**src/hw/rtl/bba_pkg.sv**
```systemverilog
`timescale 1ns / 1ps
`default_nettype none

package bba_pkg;

  // Default geometry of the bitmap
  localparam int MAX_BLOCKS_DEF = 16384;
  localparam int WORD_BITS_DEF  = 32;

  // Fixed field widths
  localparam int IDX_W  = 14;           // block index, search start
  localparam int BLK_W  = 15;           // block counts, total
  localparam int BASE_W = BLK_W + 1;    // word base pointer, one bit of headroom

  // Register port
  localparam int CFG_AW = 3;
  localparam int CFG_DW = 32;

  localparam logic [IDX_W-1:0] SEARCH_START_RST = 14'd1024;
  localparam logic [BLK_W-1:0] TOTAL_BLOCKS_RST = 15'd16384;

  // Register indexes, taken from paddr[2]
  localparam logic REG_SEARCH_START = 1'b0;
  localparam logic REG_TOTAL_BLOCKS = 1'b1;

  typedef enum logic [1:0] {
    STAT_OK    = 2'd0,
    STAT_FULL  = 2'd1,
    STAT_RANGE = 2'd2
  } status_t;

  typedef enum logic {
    OP_ALLOC = 1'b0,
    OP_FREE  = 1'b1
  } op_t;

  typedef struct packed {
    logic [IDX_W-1:0] search_start;
    logic [BLK_W-1:0] total_blocks;
  } cfg_t;

endpackage

`default_nettype wire

```
**src/hw/rtl/bba_cfg_regs.sv**
```systemverilog
`timescale 1ns / 1ps
`default_nettype none

module bba_cfg_regs (
  input  logic                        clk,
  input  logic                        rst_n,
  input  logic                        psel,
  input  logic                        penable,
  input  logic                        pwrite,
  input  logic [bba_pkg::CFG_AW-1:0]  paddr,
  input  logic [bba_pkg::CFG_DW-1:0]  pwdata,
  output logic [bba_pkg::CFG_DW-1:0]  prdata,
  output logic                        pready,
  output bba_pkg::cfg_t               cfg,
  output logic                        total_wr
);

  import bba_pkg::*;

  cfg_t cfg_r;
  cfg_t cfg_nxt;
  logic wr_beat;
  logic reg_sel;

  assign pready  = 1'b1;
  assign wr_beat = psel && penable && pwrite;
  assign reg_sel = paddr[2];

  always_comb begin
    cfg_nxt  = cfg_r;
    total_wr = 1'b0;
    if (wr_beat) begin
      case (reg_sel)
        REG_SEARCH_START: begin
          cfg_nxt.search_start = pwdata[IDX_W-1:0];
        end
        REG_TOTAL_BLOCKS: begin
          cfg_nxt.total_blocks = pwdata[BLK_W-1:0];
          total_wr             = 1'b1;
        end
        default: begin
          cfg_nxt = cfg_r;
        end
      endcase
    end
  end

  always_comb begin
    case (reg_sel)
      REG_SEARCH_START: prdata = CFG_DW'(cfg_r.search_start);
      REG_TOTAL_BLOCKS: prdata = CFG_DW'(cfg_r.total_blocks);
      default:          prdata = '0;
    endcase
  end

  always_ff @(posedge clk) begin
    if (!rst_n) begin
      cfg_r.search_start <= SEARCH_START_RST;
      cfg_r.total_blocks <= TOTAL_BLOCKS_RST;
    end else begin
      cfg_r <= cfg_nxt;
    end
  end

  assign cfg = cfg_r;

endmodule

`default_nettype wire

```
**config.mk**
```make
export PLATFORM = sky130hd
export DESIGN_NAME = bba_cfg_regs
export DESIGN_NICKNAME = d
export VERILOG_FILES = /design/src/hw/rtl/bba_pkg.sv /design/src/hw/rtl/bba_cfg_regs.sv
export SDC_FILE = /design/constraint.sdc
export NUM_CORES = 1
export LEC_CHECK = 0
export ABC_CLOCK_PERIOD_IN_PS = 900
export BUFFER_PORTS_ARGS = -buffer_cell sky130_fd_sc_hd__buf_2
export CAP_MARGIN = 20
export CORE_ASPECT_RATIO = 0.7
export CORE_MARGIN = 2
export CORE_UTILIZATION = 37
export DETAILED_ROUTE_END_ITERATION = 10
export PLACE_DENSITY = 0.8
export SLEW_MARGIN = 25
export SYNTH_ARGS = -nofsm -noshare
export SYNTH_HDL_FRONTEND = slang
export SYNTH_SLANG_ARGS = --single-unit
```
**constraint.sdc**
```tcl
create_clock -name clk -period 0.9 [get_ports clk]
set_input_delay 0.09 -clock clk [delete_from_list [all_inputs] [get_ports clk]]
set_output_delay 0.09 -clock clk [all_outputs]
set_load 0.01 [all_outputs]
```
## Yosys cells after proc, flatten, opt, wreduce, memory -nomap -nowiden

Index checks and enable logic that the tools add are counted.

- Register bits after elaboration: 29
- Input port bits: 40
- Output and inout bits: 63
- Logic and storage cells: 10

- Multiplexer cells: 3
- Bitwise operators: 1
- Reductions and logical operators: 4

Operators with widths:

| operator | number |
|---|---|
| case mux 32 bit (2 select lines) | 1 |
| AND reduction 2 bit | 2 |
| logical AND 1 bit | 2 |
| two-way mux 1 bit | 2 |
| inverter 1 bit | 1 |

## Longest topological paths before layout

Gate-level depths: netlist of the first run.

- Word-level depth: 3
- Mapped depth: 4
- Mapped depth without buffers: 3

## Least setup slack after synthesis of the first run

No wires, ideal clock.

- Kind: input -> output
- Start: in paddr[2] (netlist name)
- End: out prdata[10] (netlist name)
- Arrival: 774 ps
- Data required time: 810 ps
- Slack: 36 ps
- Stages on the path: 3
- Buffers on the path: 2
- Cell sequence: buf_6 buf_2 mux2_2

- Word-level cells in the longest chain between the ends: 2

Ends and longest elaborated chain:

| element | RTL line | source |
|---|---|---|
| from (decl) | bba_cfg_regs.sv:10 | `input logic [bba_pkg::CFG_AW-1:0] paddr,` |
| inverter 1 bit | - |  |
| case mux 32 bit (2 select lines) (*) | bba_cfg_regs.sv:49 | `case (reg_sel)` |
| to (decl) | bba_cfg_regs.sv:12 | `output logic [bba_pkg::CFG_DW-1:0] prdata,` |

Every way passes the cells marked *; elsewhere a longest branch is shown, timed or not. The select of a mux whose other input is x is not followed.

## Final worst setup path of the first run

- Start: reg cfg_r (netlist bit cfg[24])
- End: out prdata[9] (netlist name)

- Word-level cells in the longest chain between the ends: 1

Ends and longest elaborated chain:

| element | RTL line | source |
|---|---|---|
| from (decl) | bba_cfg_regs.sv:20 | `cfg_t cfg_r;` |
| from (signal assigned) | bba_cfg_regs.sv:61 | `cfg_r <= cfg_nxt;` |
| case mux 32 bit (2 select lines) | bba_cfg_regs.sv:49 |  |

Every way passes these cells. The select of a mux whose other input is x is not followed.

==> flow_metrics.py, run 1 <==
metrics = {
    "clocking": {
        "cts_max_level": 2,
        "cts_buffers": 5,
        "cts-root-buf": "clkbuf_8",
        "ctsHoldBuffers": 0,
        "clk_latency_ns": 0.27,
        "clkTransAtPathRegs_ns": 0.06,
        "numClockSinks": 29,
        "clk_path_buf_depth": 2,
        "cts_tree": "done",
    },
    "placed_design": {
        "dp_hpwl_microns": 2310,
        "placedInstanceArea_sq_um": 1820,
        "portBuffers": 65,
        "place_congestion": 0.683,
        "place_inst": 263,
    },
    "synthesis": {
        "avgSynthCellArea_sq_um": 9.78,
        "synthesis.area_sq_um": 1460,
        "synth-seq-cells": 29,
        "ys_seq_area_frac": 0.398,
        "syn-instance-count": 149,
        "netlist-cell-type-count": 14,
        "yosysWarnings": 0,
    },
    "timing": {
        "finalSetupViolations": 32,
        "hold_viol": 0,
        "finClkSkew_ns": 0,
        "rsz0062_at_grt": "true",
        "setup_slack_ns": -0.191,
        "slew_violations": 0,
        "fmax_mhz": 916,
        "period_share": 1.21,
        "finalWorstPathRequiredPeriod_ns": 1.09,
    },
    "min_path": {
        "hold_class": "in2reg",
        "min_path_cells": 3,
    },
    "pwr": {
        "pwr-share-seq": 0.466,
        "p_sw_mw": 0.698,
        "vdd_drop_max_v": 0.000717,
        "pwr-share-comb": 0.167,
        "power.density_nw_per_um2": 1170,
        "cellLeakagePower_nw": 1.28,
        "switching_share": 0.243,
        "intPower_mw": 2.17,
        "power_frac_clock": 0.367,
    },
    "worst_setup_path": {
        "critical_path_arrival_ns": 1.00,
        "critPathKind": "reg2out",
        "path_cells": "mux2_4 > buf_6",
        "required_ns": 0.81,
        "slowest_delay_ns": 0.32,
        "path_max_fanout": 2,
        "worst-path-stages": 2,
        "r2r_cells": 4,
        "slowest_stage": "dfxtp_2",
        "crit_buf_inv": 1,
        "start_kind": "flop",
        "cp_top_family": "flip-flops",
        "cp-end-kind": "primary output",
    },
    "floorplan": {
        "die_w_microns": 79.0,
        "core_area_sq_um": 3850,
        "die-area_sq_um": 4470,
        "num_io_pins": 103,
        "die_h_microns": 56.5,
        "start_util": 0.378,
        "std_cell_rows": 19,
    },
    "finish": {
        "diodes": 0,
        "syn_to_final_growth_pct": 68.7,
        "fin_util": 0.638,
        "stdcell_count": 296,
        "final_area_sq_um": 2460,
        "layout-drive-gt1-share": 0.615,
        "layout.nets": 284,
        "largest_register_ffs": 29,
    },
    "routing": {
        "vias": 1306,
        "via_per_inst": 4.41,
        "wl_microns": 3950,
        "wire_per_inst_microns": 13.3,
        "firstDrtPassIters": 4,
        "postRouteAntennaNets": 0,
        "drt_iter0_drc": 92,
        "drc": 0,
    },
    "flow_run": {
        "cap_violations": 0,
    },
    "global_route": {
        "antenna_found_initial": 0,
        "grt_overflow_total": 0,
        "grt_pass1_vias": 1246,
        "grt_pass1_wl_microns": 6000,
        "grt_max_degree": 25,
        "gr-usage-all-layers": 0.176,
    },
    "run_status": {
        "status": "complete, but fails checks",
        "violations": "negative setup slack",
    },
}
==> cell type report <==
cell class                      count  area (sq um)
Fill cell                         320          1390
Sequential cell                    29           617
Tap cell                           52          65.1
Multi-Input combinational cell    109           772
Clock buffer                        7          86.3
Inverter                            1          8.76
Timing Repair Buffer               98           910
==> synthesized netlist by cell type (all sizes together) <==
cell    instances  area share
and2            1      0.0043
clkbuf          1      0.0026
conb            2      0.0052
nand4           1       0.015
mux2i          29        0.20
clkinv          1      0.0034
dfxtp          29        0.40
nand4b          1       0.016
nor2b           4       0.017
mux2           14        0.11
nand2          41        0.11
buf            25        0.13
==> worst reg2reg max path: stages (launching register included) <==
cell,delay [ns]
dfxtp_2,0.32
buf_6,0.11
buf_4,0.12
nand2_1,0.05
mux2i_1,0.06
==> cells in the final DEF (no fill, tap or decap) <==
cell type,netlist,final
buf_6,2,53
nand2_1,41,41
buf_2,5,30
mux2i_1,29,29
dfxtp_2,0,29
conb_1,2,18
buf_4,18,10
mux2_2,14,7
mux2_4,0,7
clkbuf_8,0,6
nor2b_1,4,4
buf_12,0,4
nand4_4,1,1
clkinv_4,0,1
and2_1,1,1
nand4b_4,1,1
clkbuf_1,1,1
clkbuf_4,0,1
==> power by group through the flow <==
stage / clock (mW) / sequential, mW / combinational, mW
after global routing: 1.16 / 1.34 / 0.516
after floorplan: 0 / 1.37 / 0.251
after global placement: 0 / 1.36 / 0.358
final: 1.05 / 1.34 / 0.480
after CTS: 1.08 / 1.34 / 0.457
after detailed placement: 0 / 1.36 / 0.361
==> metrics by stage <==
stage	setup WS, ns	total power, mW	hold WS (ns)	TNS [ns]
6_report	-0.191	2.87	0.0645	-2.62
5_1_grt	-0.215	3.01	0.0683	-3.71
4_1_cts	-0.192	2.87	0.0561	-2.72
3_5_place_dp	-0.150	1.72	0.356	-3.84
3_3_place_gp	-0.130	1.72	0.347	-3.04
2_1_floorplan	0.0358	1.62	0.232	0
==> layer usage <==
metal,global-route usage,wire length (microns)
met2,0.295,2020
met1,0.211,1670
met4,0.0369,23
met5,0,0
met3,0.0740,238
==> final timing paths <==
check	slack, ns	from	to
worst max register to register	0.11	cfg[22]$_SDFFE_PN0P_	cfg[22]$_SDFFE_PN0P_
worst min register to register	0.46	cfg[10]$_SDFFE_PN0P_	cfg[10]$_SDFFE_PN0P_
worst min-delay path	0.06	pwdata[10]	cfg[10]$_SDFFE_PN0P_
worst max-delay path	-0.19	cfg[24]$_SDFFE_PN0P_	prdata[9]
==> what timing repair did <==
item,CTS,global route
cloned,0,0
gates resized for setup,85,15
buffers inserted,18,17
endpoints found under the setup margin,18,35
==> kinds of logic (layout without fill, tap and decap cells) <==
logic type             count (synthesis)  count (layout)  share of synthesized area
flip-flops                            29              29                      0.398
other                                  2              18                    0.00515
multiplexers                          43              43                      0.307
buffers and inverters                 27             106                      0.131
AND/OR/NAND/NOR                       48              48                      0.158
No activity file was read; power rests on OpenSTA's default activity.
==> inputs of run 2 (changes only) <==
MAX_ROUTING_LAYER = met4   (was not set)
==> flow_metrics.py, run 2 (synthesis results as in run 1) <==
metrics = {
    "placed_design": {
        "dp_hpwl_microns": 2310,
        "place_inst": 263,
        "placedInstanceArea_sq_um": 1820,
        "place_congestion": 0.690,
        "portBuffers": 65,
    },
    "timing": {
        "finalSetupTns_ns": -2.73,
        "finalWorstPathRequiredPeriod_ns": 1.09,
        "setup_slack_ns": -0.192,
        "hold_viol": 0,
        "rsz0062_at_grt": "true",
        "slew_violations": 0,
        "period_share": 1.21,
        "finalSetupViolations": 34,
        "fmax_mhz": 916,
        "hold_ws_ns": 0.0609,
        "finClkSkew_ns": 0,
    },
    "worst_setup_path": {
        "slowest_stage": "dfxtp_2",
        "crit_buf_inv": 1,
        "critical_path_arrival_ns": 1.00,
        "cp-end-kind": "primary output",
        "critPathKind": "reg2out",
        "start_kind": "flop",
        "r2r_end": "cfg[22]$_SDFFE_PN0P_",
        "path_max_fanout": 2,
        "cp_top_family": "flip-flops",
        "required_ns": 0.81,
        "slowest_delay_ns": 0.32,
        "r2r_slack_ns": 0.11,
        "r2r_cells": 4,
        "path_cells": "mux2_4 > buf_6",
        "r2r-start": "cfg[22]$_SDFFE_PN0P_",
    },
    "clocking": {
        "ctsHoldBuffers": 0,
        "clk_path_buf_depth": 2,
        "numClockSinks": 29,
        "cts_max_level": 2,
        "cts-root-buf": "clkbuf_8",
        "cts_buffers": 5,
        "cts_tree": "done",
        "clkTransAtPathRegs_ns": 0.06,
        "clk_latency_ns": 0.28,
    },
    "routing": {
        "drc": 0,
        "via_per_inst": 4.46,
        "postRouteAntennaNets": 0,
        "firstDrtPassIters": 4,
        "vias": 1320,
        "drt_iter0_drc": 84,
        "wire_per_inst_microns": 13.2,
        "wl_microns": 3910,
    },
    "finish": {
        "syn_to_final_growth_pct": 68.7,
        "num-fill-cells": 320,
        "layout_common_cells": "buf_6 (53), nand2_1 (41), buf_2 (30), mux2i_1 (29), dfxtp_2 (29)",
        "diodes": 0,
        "mostFrequentLayoutCell": "buf_6",
        "layout.nets": 284,
        "stdcell_count": 296,
        "largest_register_ffs": 29,
        "final_area_sq_um": 2460,
        "layout-drive-gt1-share": 0.615,
    },
    "run_status": {
        "violations": "negative setup slack",
        "status": "complete, but fails checks",
    },
    "min_path": {
        "hold_end": "cfg[10]$_SDFFE_PN0P_",
        "min_path_cells": 3,
        "hold_class": "in2reg",
        "min_from": "pwdata[10]",
    },
    "pwr": {
        "vdd_drop_max_v": 0.000718,
        "power.density_nw_per_um2": 1170,
        "total_power_mw": 2.88,
        "cellLeakagePower_nw": 1.28,
    },
    "global_route": {
        "grt_overflow_total": 0,
        "antenna_found_initial": 0,
        "grt_max_degree": 25,
        "gr-usage-all-layers": 0.181,
        "grt_pass1_vias": 1251,
        "grt_pass1_wl_microns": 6010,
    },
    "floorplan": {
        "std_cell_rows": 19,
        "die-area_sq_um": 4470,
        "die_w_microns": 79.0,
        "start_util": 0.378,
        "num_io_pins": 103,
        "die_h_microns": 56.5,
        "core_area_sq_um": 3850,
    },
    "flow_run": {
        "cap_violations": 0,
    },
}
[run 2: power breakdown]
part	total (mW)	internal [mW]	leakage, nW	switching (mW)
registers	1.34	1.32	0.247	0.0197
clock network	1.06	0.605	0.0443	0.456
logic	0.479	0.252	0.993	0.227
total	2.88	2.17	1.28	0.703
[run 2: final cells by class]
class	count	area, sq um	share of cell area
Inverter	1	8.76	0.00356
Clock buffer	7	86.3	0.0351
Multi-Input combinational cell	109	772	0.314
Timing Repair Buffer	98	910	0.370
Tap cell	52	65.1	0.0265
Sequential cell	29	617	0.251
[run 2: metrics by stage]
step / worst slack, ns / utilization
after global placement: -0.130 / 0.474
after global routing: -0.215 / 0.638
after floorplan: 0.0358 / -
after CTS: -0.192 / 0.618
after detailed placement: -0.150 / 0.474
final: -0.192 / 0.638
[run 2: timing repair]
| item | 4_1_cts | 5_1_grt |
|---|---|---|
| endpoints found under the setup margin | 18 | 35 |
| setup buffers | 18 | 17 |
| gates resized for setup | 85 | 15 |
[run 2: how the worst max path moves through the flow]
stage / start / to / cells after the start
floorplan: paddr[2] / prdata[10] / 3
global placement: paddr[2] / prdata[4] / 4
detailed placement: paddr[2] / cfg[24]$_SDFFE_PN0P_ / 3
CTS: cfg[27]$_SDFFE_PN0P_ / prdata[12] / 2
global route: cfg[4]$_SDFFE_PN0P_ / prdata[4] / 2
finish: cfg[24]$_SDFFE_PN0P_ / prdata[9] / 2
[run 2: worst register-to-register path, delay by kind of cell (launching register included)]
| family | cells | cell delay (ns) |
|---|---|---|
| flops | 1 | 0.32 |
| mux | 1 | 0.06 |
| buf+inv | 2 | 0.23 |
| simple gates | 1 | 0.05 |
[run 2: routing by layer]
metal  GRT usage  vias up  part of all wire
met3      0.0563        6             0.062
met2       0.293       51              0.51
met1       0.216      620              0.41
met5           -        -                 0
met4      0.0591        0             0.013
li1            -      643                 -
