==> config.mk <==
export PLATFORM = sky130hd
export DESIGN_NAME = bba_word_eval
export DESIGN_NICKNAME = d
export VERILOG_FILES = /design/src/hw/rtl/bba_pkg.sv /design/src/hw/rtl/bba_word_eval.sv
export SDC_FILE = /design/constraint.sdc
export NUM_CORES = 1
export LEC_CHECK = 0
export BUFFER_PORTS_ARGS = -buffer_cell sky130_fd_sc_hd__buf_4
export CAP_MARGIN = 20
export CORE_MARGIN = 5
export CORE_UTILIZATION = 29
export DETAILED_ROUTE_END_ITERATION = 12
export PLACE_DENSITY = 0.49
export SYNTH_ARGS = -nofsm -noshare
export SYNTH_HDL_FRONTEND = slang
export SYNTH_SLANG_ARGS = --single-unit
==> constraint.sdc <==
create_clock -name vclk -period 7.2
set_input_delay 0.36 -clock vclk [all_inputs]
set_output_delay 0.36 -clock vclk [all_outputs]
set_load 0.02 [all_outputs]
==> src/hw/rtl/bba_pkg.sv <==
`timescale 1ns / 1ps
`default_nettype none

package bba_pkg;

  // Default geometry of the bitmap
  localparam int MAX_BLOCKS_DEF = 16384;
  localparam int WORD_BITS_DEF  = 32;

  // Fixed field widths
  localparam int IDX_W  = 14;           // block index, search start
  localparam int BLK_W  = 15;           // block counts, total
  localparam int BASE_W = BLK_W + 1;    // word base pointer, one bit of headroom

  // Register port
  localparam int CFG_AW = 3;
  localparam int CFG_DW = 32;

  localparam logic [IDX_W-1:0] SEARCH_START_RST = 14'd1024;
  localparam logic [BLK_W-1:0] TOTAL_BLOCKS_RST = 15'd16384;

  // Register indexes, taken from paddr[2]
  localparam logic REG_SEARCH_START = 1'b0;
  localparam logic REG_TOTAL_BLOCKS = 1'b1;

  typedef enum logic [1:0] {
    STAT_OK    = 2'd0,
    STAT_FULL  = 2'd1,
    STAT_RANGE = 2'd2
  } status_t;

  typedef enum logic {
    OP_ALLOC = 1'b0,
    OP_FREE  = 1'b1
  } op_t;

  typedef struct packed {
    logic [IDX_W-1:0] search_start;
    logic [BLK_W-1:0] total_blocks;
  } cfg_t;

endpackage

`default_nettype wire

==> src/hw/rtl/bba_word_eval.sv <==
`timescale 1ns / 1ps
`default_nettype none

module bba_word_eval #(
  parameter int WORD_BITS = bba_pkg::WORD_BITS_DEF
) (
  input  logic [WORD_BITS-1:0]           word,
  input  logic [bba_pkg::BASE_W-1:0]     base,
  input  logic [bba_pkg::BASE_W-1:0]     lo_bound,
  input  logic [bba_pkg::BASE_W-1:0]     hi_bound,
  output logic                           found,
  output logic [$clog2(WORD_BITS)-1:0]   first_pos,
  output logic [$clog2(WORD_BITS+1)-1:0] set_count
);

  import bba_pkg::*;

  localparam int WB_LOG = $clog2(WORD_BITS);
  localparam int PC_W   = $clog2(WORD_BITS + 1);
  localparam logic [BASE_W-1:0] WORD_SPAN = BASE_W'(WORD_BITS);
  localparam logic [WB_LOG:0]   WORD_CNT  = (WB_LOG + 1)'(WORD_BITS);

  logic [BASE_W-1:0]    lo_diff;
  logic [BASE_W-1:0]    hi_diff;
  logic [WB_LOG:0]      lo_off;
  logic [WB_LOG:0]      hi_cnt;
  logic [WORD_BITS-1:0] in_win;
  logic [WORD_BITS-1:0] clr_bits;
  logic [WORD_BITS-1:0] set_bits;

  assign lo_diff = lo_bound - base;
  assign hi_diff = hi_bound - base;

  // window of bit positions inside [lo_bound, hi_bound)
  always_comb begin
    if (lo_bound <= base) begin
      lo_off = '0;
    end else if (lo_diff >= WORD_SPAN) begin
      lo_off = WORD_CNT;
    end else begin
      lo_off = lo_diff[WB_LOG:0];
    end
    if (hi_bound <= base) begin
      hi_cnt = '0;
    end else if (hi_diff >= WORD_SPAN) begin
      hi_cnt = WORD_CNT;
    end else begin
      hi_cnt = hi_diff[WB_LOG:0];
    end
    for (int j = 0; j < WORD_BITS; j++) begin
      in_win[j] = ((WB_LOG + 1)'(j) >= lo_off) && ((WB_LOG + 1)'(j) < hi_cnt);
    end
  end

  assign clr_bits = ~word & in_win;
  assign set_bits = word & in_win;
  assign found    = |clr_bits;

  // lowest clear bit inside the window
  always_comb begin
    first_pos = '0;
    for (int j = WORD_BITS - 1; j >= 0; j--) begin
      if (clr_bits[j]) begin
        first_pos = WB_LOG'(j);
      end
    end
  end

  always_comb begin
    set_count = '0;
    for (int j = 0; j < WORD_BITS; j++) begin
      set_count = set_count + PC_W'(set_bits[j]);
    end
  end

endmodule

`default_nettype wire

=== After elaboration in Yosys (flattened, before gate mapping) ===
Cells that the tools add are included.

* Div/mod/pow operators: 0
* Reduce and logical (&&, ||, !) cells: 33
* Equality and inequality tests: 0
* Magnitude comparators: 68
* Bitwise gates (word level): 3
* Add/subtract/negate cells: 33
* Shift operators: 0
* $mul: 0
* Muxes and demuxes: 36

{| class="wikitable"
|+ Operators by type and width
! cell !! number
|-
| two-way mux 5 bit || 32
|-
| adder 6 x 1 -> 6 bit || 26
|-
| >= comparator 5 x 6 -> 1 bit, first input constant || 16
|-
| < comparator 5 x 6 -> 1 bit, first input constant || 16
|-
| bitwise AND 32 bit || 2
|-
| >= comparator 4 x 6 -> 1 bit, first input constant || 8
|-
| < comparator 4 x 6 -> 1 bit, first input constant || 8
|-
| >= comparator 16 x 6 -> 1 bit, second input constant || 2
|-
| <= comparator 16 bit || 2
|-
| logical AND 1 bit || 32
|-
| NOT 32 bit || 1
|-
| OR reduction 32 bit || 1
|-
| subtractor 16 bit || 2
|-
| >= comparator 3 x 6 -> 1 bit, first input constant || 4
|-
| < comparator 3 x 6 -> 1 bit, first input constant || 4
|-
| two-way mux 6 bit || 4
|-
| >= comparator 1 x 6 -> 1 bit, first input constant || 2
|-
| >= comparator 2 x 6 -> 1 bit, first input constant || 2
|-
| < comparator 1 x 6 -> 1 bit, first input constant || 2
|-
| < comparator 2 x 6 -> 1 bit, first input constant || 2
|-
| adder 5 x 1 -> 6 bit || 1
|-
| adder 4 x 1 -> 5 bit || 1
|-
| adder 3 x 1 -> 4 bit || 1
|-
| adder 2 x 1 -> 3 bit || 1
|-
| adder 1 x 1 -> 2 bit || 1
|}

* Memories kept: 0
* Bits in read-only memories: 0
* Bits in latches: 0
* Word-level logic and storage cells: 173
* Input port bits: 80
* Register bits after elaboration: 0
* Bits in writable memories: 0
* Output and inout port bits: 12

=== Longest topological paths before layout ===
Gate-level depths: netlist of run 1.

* Word-level depth: 39
* Depth in mapped cells: 32
* Mapped depth without buffers: 31

=== Worst setup path after synthesis of run 1 ===
No wires, ideal clock.

* Path kind: input to output
* Start: in hi_bound[0] in the netlist's numbering
* End: out set_count[4]
* Arrival time: 7671 ps
* Setup slack: -831 ps
* Stages on the path: 31
* Data required time: 6840 ps
* Path buffers: 3
* Path through: inv_1 ha_1 inv_1 fa_1 a211oi_1 o21ai_0 xnor2_1 nand4_1 or4_1 a211oi_2 nand2_1 buf_6 buf_6 buf_6 o32ai_2 nor3_1 fa_1 inv_1 fa_1 fa_1 fa_1 fa_1 inv_1 fa_1 ha_1 inv_1 fa_1 inv_1 a21o_1 a21oi_1 xnor2_1

* Longest elaborated chain between the ends: 38
* Elaborated cells on any way between the ends: 101
* Classes of those cells: add/sub: 32; order compare: 34; mux: 2; bitwise: 1; reduce/logical: 32

{| class="wikitable"
|+ Ends and longest elaborated chain
! what !! line !! source
|-
| start: declaration || bba_word_eval.sv:10 || <nowiki>input logic [bba_pkg::BASE_W-1:0] hi_bound,</nowiki>
|-
| subtractor 16 bit || bba_word_eval.sv:32 || <nowiki>assign hi_diff = hi_bound - base;</nowiki>
|-
| >= comparator 16 x 6 -> 1 bit || bba_word_eval.sv:45 || <nowiki>end else if (hi_diff >= WORD_SPAN) begin</nowiki>
|-
| two-way mux 6 bit || bba_word_eval.sv:45 ||
|-
| two-way mux 6 bit (*) || bba_word_eval.sv:43 || <nowiki>if (hi_bound <= base) begin</nowiki>
|-
| < comparator 1 x 6 -> 1 bit || bba_word_eval.sv:51 || <nowiki>in_win[j] = ((WB_LOG + 1)'(j) >= lo_off) && ((WB_LOG + 1)'(j) < hi_cnt);</nowiki>
|-
| logical AND 1 bit || bba_word_eval.sv:51 ||
|-
| bitwise AND 32 bit (*) || bba_word_eval.sv:56 || <nowiki>assign set_bits = word & in_win;</nowiki>
|-
| adder 1 x 1 -> 2 bit || bba_word_eval.sv:72 || <nowiki>set_count = set_count + PC_W'(set_bits[j]);</nowiki>
|-
| adder 2 x 1 -> 3 bit || bba_word_eval.sv:72 ||
|-
| adder 3 x 1 -> 4 bit || bba_word_eval.sv:72 ||
|-
| adder 4 x 1 -> 5 bit || bba_word_eval.sv:72 ||
|-
| adder 5 x 1 -> 6 bit || bba_word_eval.sv:72 ||
|-
| adder 6 x 1 -> 6 bit (25 in a row) || bba_word_eval.sv:72 ||
|-
| adder 6 x 1 -> 6 bit (*) || bba_word_eval.sv:72 ||
|-
| end: declaration || bba_word_eval.sv:13 || <nowiki>output logic [$clog2(WORD_BITS+1)-1:0] set_count</nowiki>
|}

Mark *: on every way between the ends. The rest lies on a longest branch, timed or not.

=== Worst setup path after layout of run 1 ===
* Start: in base[11] in the netlist's numbering
* End: out set_count[5]

* Longest elaborated chain between the ends: 38
* Elaborated cells on any way between the ends: 138
* Classes of those cells: add/sub: 33; order compare: 68; mux: 4; bitwise: 1; reduce/logical: 32

{| class="wikitable"
|+ Ends and longest elaborated chain
! what !! line !! source
|-
| start: declaration || bba_word_eval.sv:8 || <nowiki>input logic [bba_pkg::BASE_W-1:0] base,</nowiki>
|-
| subtractor 16 bit (on tied branches) || bba_word_eval.sv:31, bba_word_eval.sv:32 ||
|-
| >= comparator 16 x 6 -> 1 bit (on tied branches) || bba_word_eval.sv:38, bba_word_eval.sv:45 ||
|-
| two-way mux 6 bit (on tied branches) || bba_word_eval.sv:38, bba_word_eval.sv:45 ||
|-
| two-way mux 6 bit (on tied branches) || bba_word_eval.sv:36, bba_word_eval.sv:43 ||
|-
| >= comparator 1 x 6 -> 1 bit / < comparator 1 x 6 -> 1 bit (equally long branches) || bba_word_eval.sv:51 ||
|-
| logical AND 1 bit || bba_word_eval.sv:51 ||
|-
| bitwise AND 32 bit (*) || bba_word_eval.sv:56 ||
|-
| adder 1 x 1 -> 2 bit || bba_word_eval.sv:72 ||
|-
| adder 2 x 1 -> 3 bit || bba_word_eval.sv:72 ||
|-
| adder 3 x 1 -> 4 bit || bba_word_eval.sv:72 ||
|-
| adder 4 x 1 -> 5 bit || bba_word_eval.sv:72 ||
|-
| adder 5 x 1 -> 6 bit || bba_word_eval.sv:72 ||
|-
| adder 6 x 1 -> 6 bit (25 in a row) || bba_word_eval.sv:72 ||
|-
| adder 6 x 1 -> 6 bit (*) || bba_word_eval.sv:72 ||
|}

Marked as above.

==> results of run 1 <==
[cell usage in the layout (no fill, tap or decap), drive strengths merged, types with 8 or more instances in the layout]
cell type  instances
o211ai            10
a21o              11
inv               68
xnor2             13
a211oi            16
buf              275
nor3              31
nor4              10
nand3             14
ha                39
o21ai             44
nand4              8
a21oi             58
fa                26
nor2              63
nand2             56
nand2b            18
o21a              10
nor2b              9
[worst max-delay path, delay by kind of cell]
kind,cells,cell delay [ns]
buf+inv,9,0.93
compound gates,7,1.51
simple gates,6,1.25
fa+ha+maj,8,3.45
[through the flow]
stage | util, % | hold slack [ns] | TNS (ns)
finish | 47.16 | 1.253 | -2.843
detailed placement | 45.13 | 1.252 | -3.268
floorplan | - | 1.016 | -0.5107
global route | 47.16 | 1.289 | -4.204
CTS | 46.07 | 1.254 | -2.690
global placement | 45.13 | 1.231 | -2.932
[power by group through the flow]
| stage | combinational [mW] | clock (mW) | sequential [mW] |
|---|---|---|---|
| 6_report | 1.65 | 0 | 0 |
| 5_1_grt | 1.77 | 0 | 0 |
| 4_1_cts | 1.51 | 0 | 0 |
| 3_5_place_dp | 1.41 | 0 | 0 |
| 3_3_place_gp | 1.40 | 0 | 0 |
| 2_1_floorplan | 0.828 | 0 | 0 |
[repair_timing]
action,in CTS,in global routing
resized for setup,25,27
cloned,1,1
buffers inserted,4,4
endpoints found under the setup margin,6,6
pin swaps,9,15
[worst paths after layout]
check,cells after the start,from,end
min,6,word[1],first_pos[0]
max,30,base[11],set_count[5]
[cell usage after synthesis (all sizes together) (4+ instances only)]
cell / instances
nand2: 56
nor2: 63
a211oi: 16
o21ai: 44
a2111oi: 4
nand3: 14
nor3: 31
o311ai: 4
buf: 15
nor4: 10
o21a: 10
o32ai: 4
inv: 69
ha: 39
o31ai: 6
nand4: 8
or3: 7
nor2b: 9
xor2: 7
or2: 7
xnor2: 13
or4: 4
o221ai: 4
fa: 26
a21oi: 58
a2111o: 5
and3: 4
o2111ai: 7
clkbuf: 11
nand2b: 18
nand3b: 4
a21o: 11
a31oi: 6
o21bai: 4
o211ai: 10
[layout make-up]
type / count / share of cell area, %
timing repair buffer: 276 / 30.26
inverter: 69 / 3.843
multi-input combinational: 563 / 62.23
tap: 211 / 3.669
[cell families (layout without fill, tap and decap cells)]
family | count (synthesis) | in the layout | synth area share (%)
fa+ha+maj | 65 | 65 | 22.22
simple gates | 251 | 251 | 28.56
xor+xnor | 20 | 20 | 3.860
compound gates | 225 | 225 | 35.90
buf+inv | 95 | 345 | 8.988
mux | 2 | 2 | 0.4687
[metal layers]
| layer | up-vias | global-route usage (%) | wire [um] | share of wire [%] |
|---|---|---|---|---|
| met2 | 168 | 33.35 | 8881 | 46 |
| met4 | 0 | 1.904 | 166 | 0.86 |
| met5 | - | 0 | 0 | 0 |
| met1 | 2764 | 28.57 | 8900 | 46 |
| met3 | 14 | 3.912 | 1305 | 6.8 |
| li1 | 2922 | - | - | - |
==> run summary, run 1 <==
outcome -> finished, violations left
violated checks -> setup timing
Worst setup EP type -> output pin
sequential power share -> 0%
clock share of power -> 0%
1st-iter DRT viols -> 297
Setup Viol. Count Final -> 5
Max FO, Critical Path -> 6
Max VDD drop -> 0.2802 mV
Tightest Pin Transition -> 0.5319 ns
final wirelength -> 19250 um
sw frac -> 51.88%
FILL cells -> 1553
Syn Inst Count -> 658
Routed WL per cell -> 17.21 um
critical path arrival -> 7.50 ns
crit start category -> input pin
Max stage delay on crit path -> 0.56 ns
hold_buf cts -> 0
combinational share of power -> 100.0%
part of the cycle the worst path needs -> 109.1%
initial antenna violation count -> 0
gpl congestion -> 0.9273
drt drc -> 0
post-DP HPWL -> 16810 um
port buffer count -> 92
crit path kind -> input pin to output pin
sequential area share after synthesis -> 0%
Vias per Instance -> 5.244
global-route wire length before repair -> 30440 um
leakage power -> 3.298 nW
I/O pins -> 92
syn nets -> 803
placed inst area -> 6885 um^2
WP data required -> 6.84 ns
Area Overhead vs Synth -> 58.56%
GRT Residual Overflow -> 0
minimum clock period -> 7.857 ns
area of the multi-input gates -> 4478 um^2
placed insts -> 1109
Starting Density -> 29.74%
antenna viol nets, final -> 0
post-route design area -> 7196 um^2
cell with the largest stage delay on the worst path -> or4_4
die height -> 135.1 um
Post-Syn Area -> 4538 um^2
post-synth top area share -> 11.47%
via count -> 5868
synth top area cells -> fa_1, ha_1, a21oi_1, inv_1, nor2_1
vias in the first global route -> 5965
NumNets Final -> 1055
clock buffer count -> 0
die area -> 18250 um^2
Internal Power -> 794.4 uW
most frequent CP cell -> fa_1
Post-Syn Area per Cell -> 6.897 um^2
Fin. Hold Viols -> 0
drt pass-1 iters -> 5
largest net degree at the start of global routing -> 19
Synth cell types -> 87
total power -> 1.651 mW
Final WS setup -> -0.6569 ns
final cell count without fillers -> 1119
diodes inserted -> 0
fmax -> 127.3 MHz
Min-Delay Path Class -> input pin to output pin
Global Route Usage Sum -> 20.28%
RSZ-0062 raised after global routing -> true
core box area -> 15260 um^2
num rows -> 45
total number of yosys warnings -> 0
max-slew violations -> 0
die width -> 135.1 um
share of layout cells above drive strength 1 -> 39.87%
sequential cell area -> 0 um^2
relative slew slack -> 63.62%
maxcap violations -> 0
FF+latch count -> 0
cell type with the highest aggregate area in the netlist -> fa_1
pwr dens -> 229.5 nW/um^2
pre-CTS WS -> -0.7191 ns
Sw Pwr -> 856.6 uW
Note: power is estimated with default switching activity, not from simulation.
==> inputs of run 2 (changes only) <==
--- a/config.mk
+++ b/config.mk
@@ -7,10 +7,12 @@
 export LEC_CHECK = 0
 export BUFFER_PORTS_ARGS = -buffer_cell sky130_fd_sc_hd__buf_4
 export CAP_MARGIN = 20
+export CELL_PAD_IN_SITES_DETAIL_PLACEMENT = 1
+export CELL_PAD_IN_SITES_GLOBAL_PLACEMENT = 2
 export CORE_MARGIN = 5
 export CORE_UTILIZATION = 29
 export DETAILED_ROUTE_END_ITERATION = 12
-export PLACE_DENSITY = 0.49
+export PLACE_DENSITY = 0.8
 export SYNTH_ARGS = -nofsm -noshare
 export SYNTH_HDL_FRONTEND = slang
 export SYNTH_SLANG_ARGS = --single-unit
==> run 2 against run 1 <==
Effect of this change:
- the run still ends with setup timing left
- global-route usage is 4.0 points higher
- die area unchanged
- power decreased by 1.3%
- largest cell class unchanged
==> run summary, run 2 (synthesized netlist as in run 1, its figures left out) <==
sequential power share -> 0%
Global Route Usage Sum -> 24.32%
antenna viol nets, final -> 0
Max FO, Critical Path -> 5
area of the multi-input gates -> 4531 um^2
pwr dens -> 218.2 nW/um^2
via count -> 6321
Sw Pwr -> 863.9 uW
cell with the largest stage delay on the worst path -> fa_2
Fin. Hold Viols -> 0
RSZ-0062 raised after global routing -> true
critical path arrival -> 7.60 ns
FILL cells -> 1965
Max VDD drop -> 0.2616 mV
crit start category -> input pin
Worst setup EP type -> output pin
Min-Delay Path Class -> input pin to output pin
num rows -> 45
part of the cycle the worst path needs -> 110.6%
vias in the first global route -> 6842
Vias per Instance -> 5.477
setup tns final -> -3.290 ns
outcome -> finished, violations left
WP data required -> 6.84 ns
global-route wire length before repair -> 35980 um
most frequent cells in the layout -> buf_4, inv_1, nor2_1, nand2_1, a21oi_1
1st-iter DRT viols -> 401
port buffer count -> 92
NumNets Final -> 1090
drt pass-1 iters -> 5
most common cell after layout, fill and taps aside -> buf_4
Area Overhead vs Synth -> 64.57%
drt drc -> 0
most frequent CP cell -> inv_2
Max stage delay on crit path -> 0.59 ns
Setup Viol. Count Final -> 6
worst hold slack -> 1.300 ns
initial antenna violation count -> 0
diodes inserted -> 0
leakage power -> 3.441 nW
core box area -> 15260 um^2
FF+latch count -> 0
I/O pins -> 92
gpl congestion -> 0.9717
largest net degree at the start of global routing -> 19
sw frac -> 53.02%
maxcap violations -> 0
GRT Residual Overflow -> 0
die area -> 18250 um^2
Starting Density -> 29.74%
clock share of power -> 0%
Routed WL per cell -> 20.14 um
sequential cell area -> 0 um^2
combinational share of power -> 100.0%
share of layout cells above drive strength 1 -> 43.16%
crit path kind -> input pin to output pin
final wirelength -> 23250 um
max-slew violations -> 0
Tightest Pin Transition -> 0.6526 ns
Final WS setup -> -0.7613 ns
post-DP HPWL -> 19710 um
die width -> 135.1 um
minimum clock period -> 7.961 ns
hold_buf cts -> 0
die height -> 135.1 um
violated checks -> setup timing
relative slew slack -> 56.20%
fmax -> 125.6 MHz
clock buffer count -> 0
Internal Power -> 765.6 uW
-- run 2: cell count changes in the layout (fill, tap and decap cells not counted), sizes merged --
cell,delta
buf,+36
bufbuf,-1
clkinv,-1
clkinvlp,+1
-- run 2: path summary, 6_finish.rpt --
path / start / endpoint / slack (ns) / cells after the start
setup / recovery: hi_bound[0] / set_count[4] / -0.76 / 33
hold / removal: word[6] / first_pos[1] / 1.30 / 5
-- run 2: power groups by stage --
stage	clock network, mW	registers (mW)	logic, mW
after floorplan	0	0	0.828
after detailed placement	0	0	1.43
after global placement	0	0	1.38
final	0	0	1.63
after CTS	0	0	1.56
after global routing	0	0	1.76
-- run 2: metal layers --
layer  global-route usage [%]  routed length, um  share of wire (%)  vias up
met4                    3.919                404                1.7        0
met3                    3.502               1338                5.8       38
li1                         -                  -                  -     3000
met2                    42.39              11210                 48      188
met5                        0                  0                  0        -
met1                    32.40              10300                 44     3095
-- run 2: metrics by stage --
stage / instances / utilization (%) / setup WS (ns) / instance area (um^2) / power, mW
2_1_floorplan: 658 / - / -0.2072 / 4746 / 0.8276
3_5_place_dp: 1122 / 45.60 / -0.9306 / 6958 / 1.429
4_1_cts: 1154 / 48.00 / -0.7151 / 7325 / 1.564
5_1_grt: 1154 / 48.95 / -0.9680 / 7468 / 1.756
3_3_place_gp: 1122 / 45.60 / -0.8319 / 6958 / 1.376
6_report: 1154 / 48.95 / -0.7613 / 7468 / 1.630
-- run 2: layout make-up --
| cell class | count | area share [%] |
|---|---|---|
| inverters | 69 | 3.753 |
| multi-input cells | 563 | 60.66 |
| well taps | 211 | 3.535 |
| repair buffers | 311 | 32.05 |
-- run 2: critical path, delay by kind of cell --
kind / cells / cell delay (ns)
adder cells (fa/ha/maj): 10 / 4.11
AND/OR/NAND/NOR: 5 / 0.97
AO/OA/AOI/OAI: 6 / 0.98
buffers and inverters: 10 / 0.91
XOR/XNOR: 2 / 0.29
-- run 2: repair_timing --
| item | CTS | global route |
|---|---|---|
| setup endpoints to repair | 6 | 7 |
| gates cloned | 1 | 1 |
| resized for setup | 33 | 34 |
| buffers inserted | 31 | 9 |
| pin swaps | 8 | 38 |
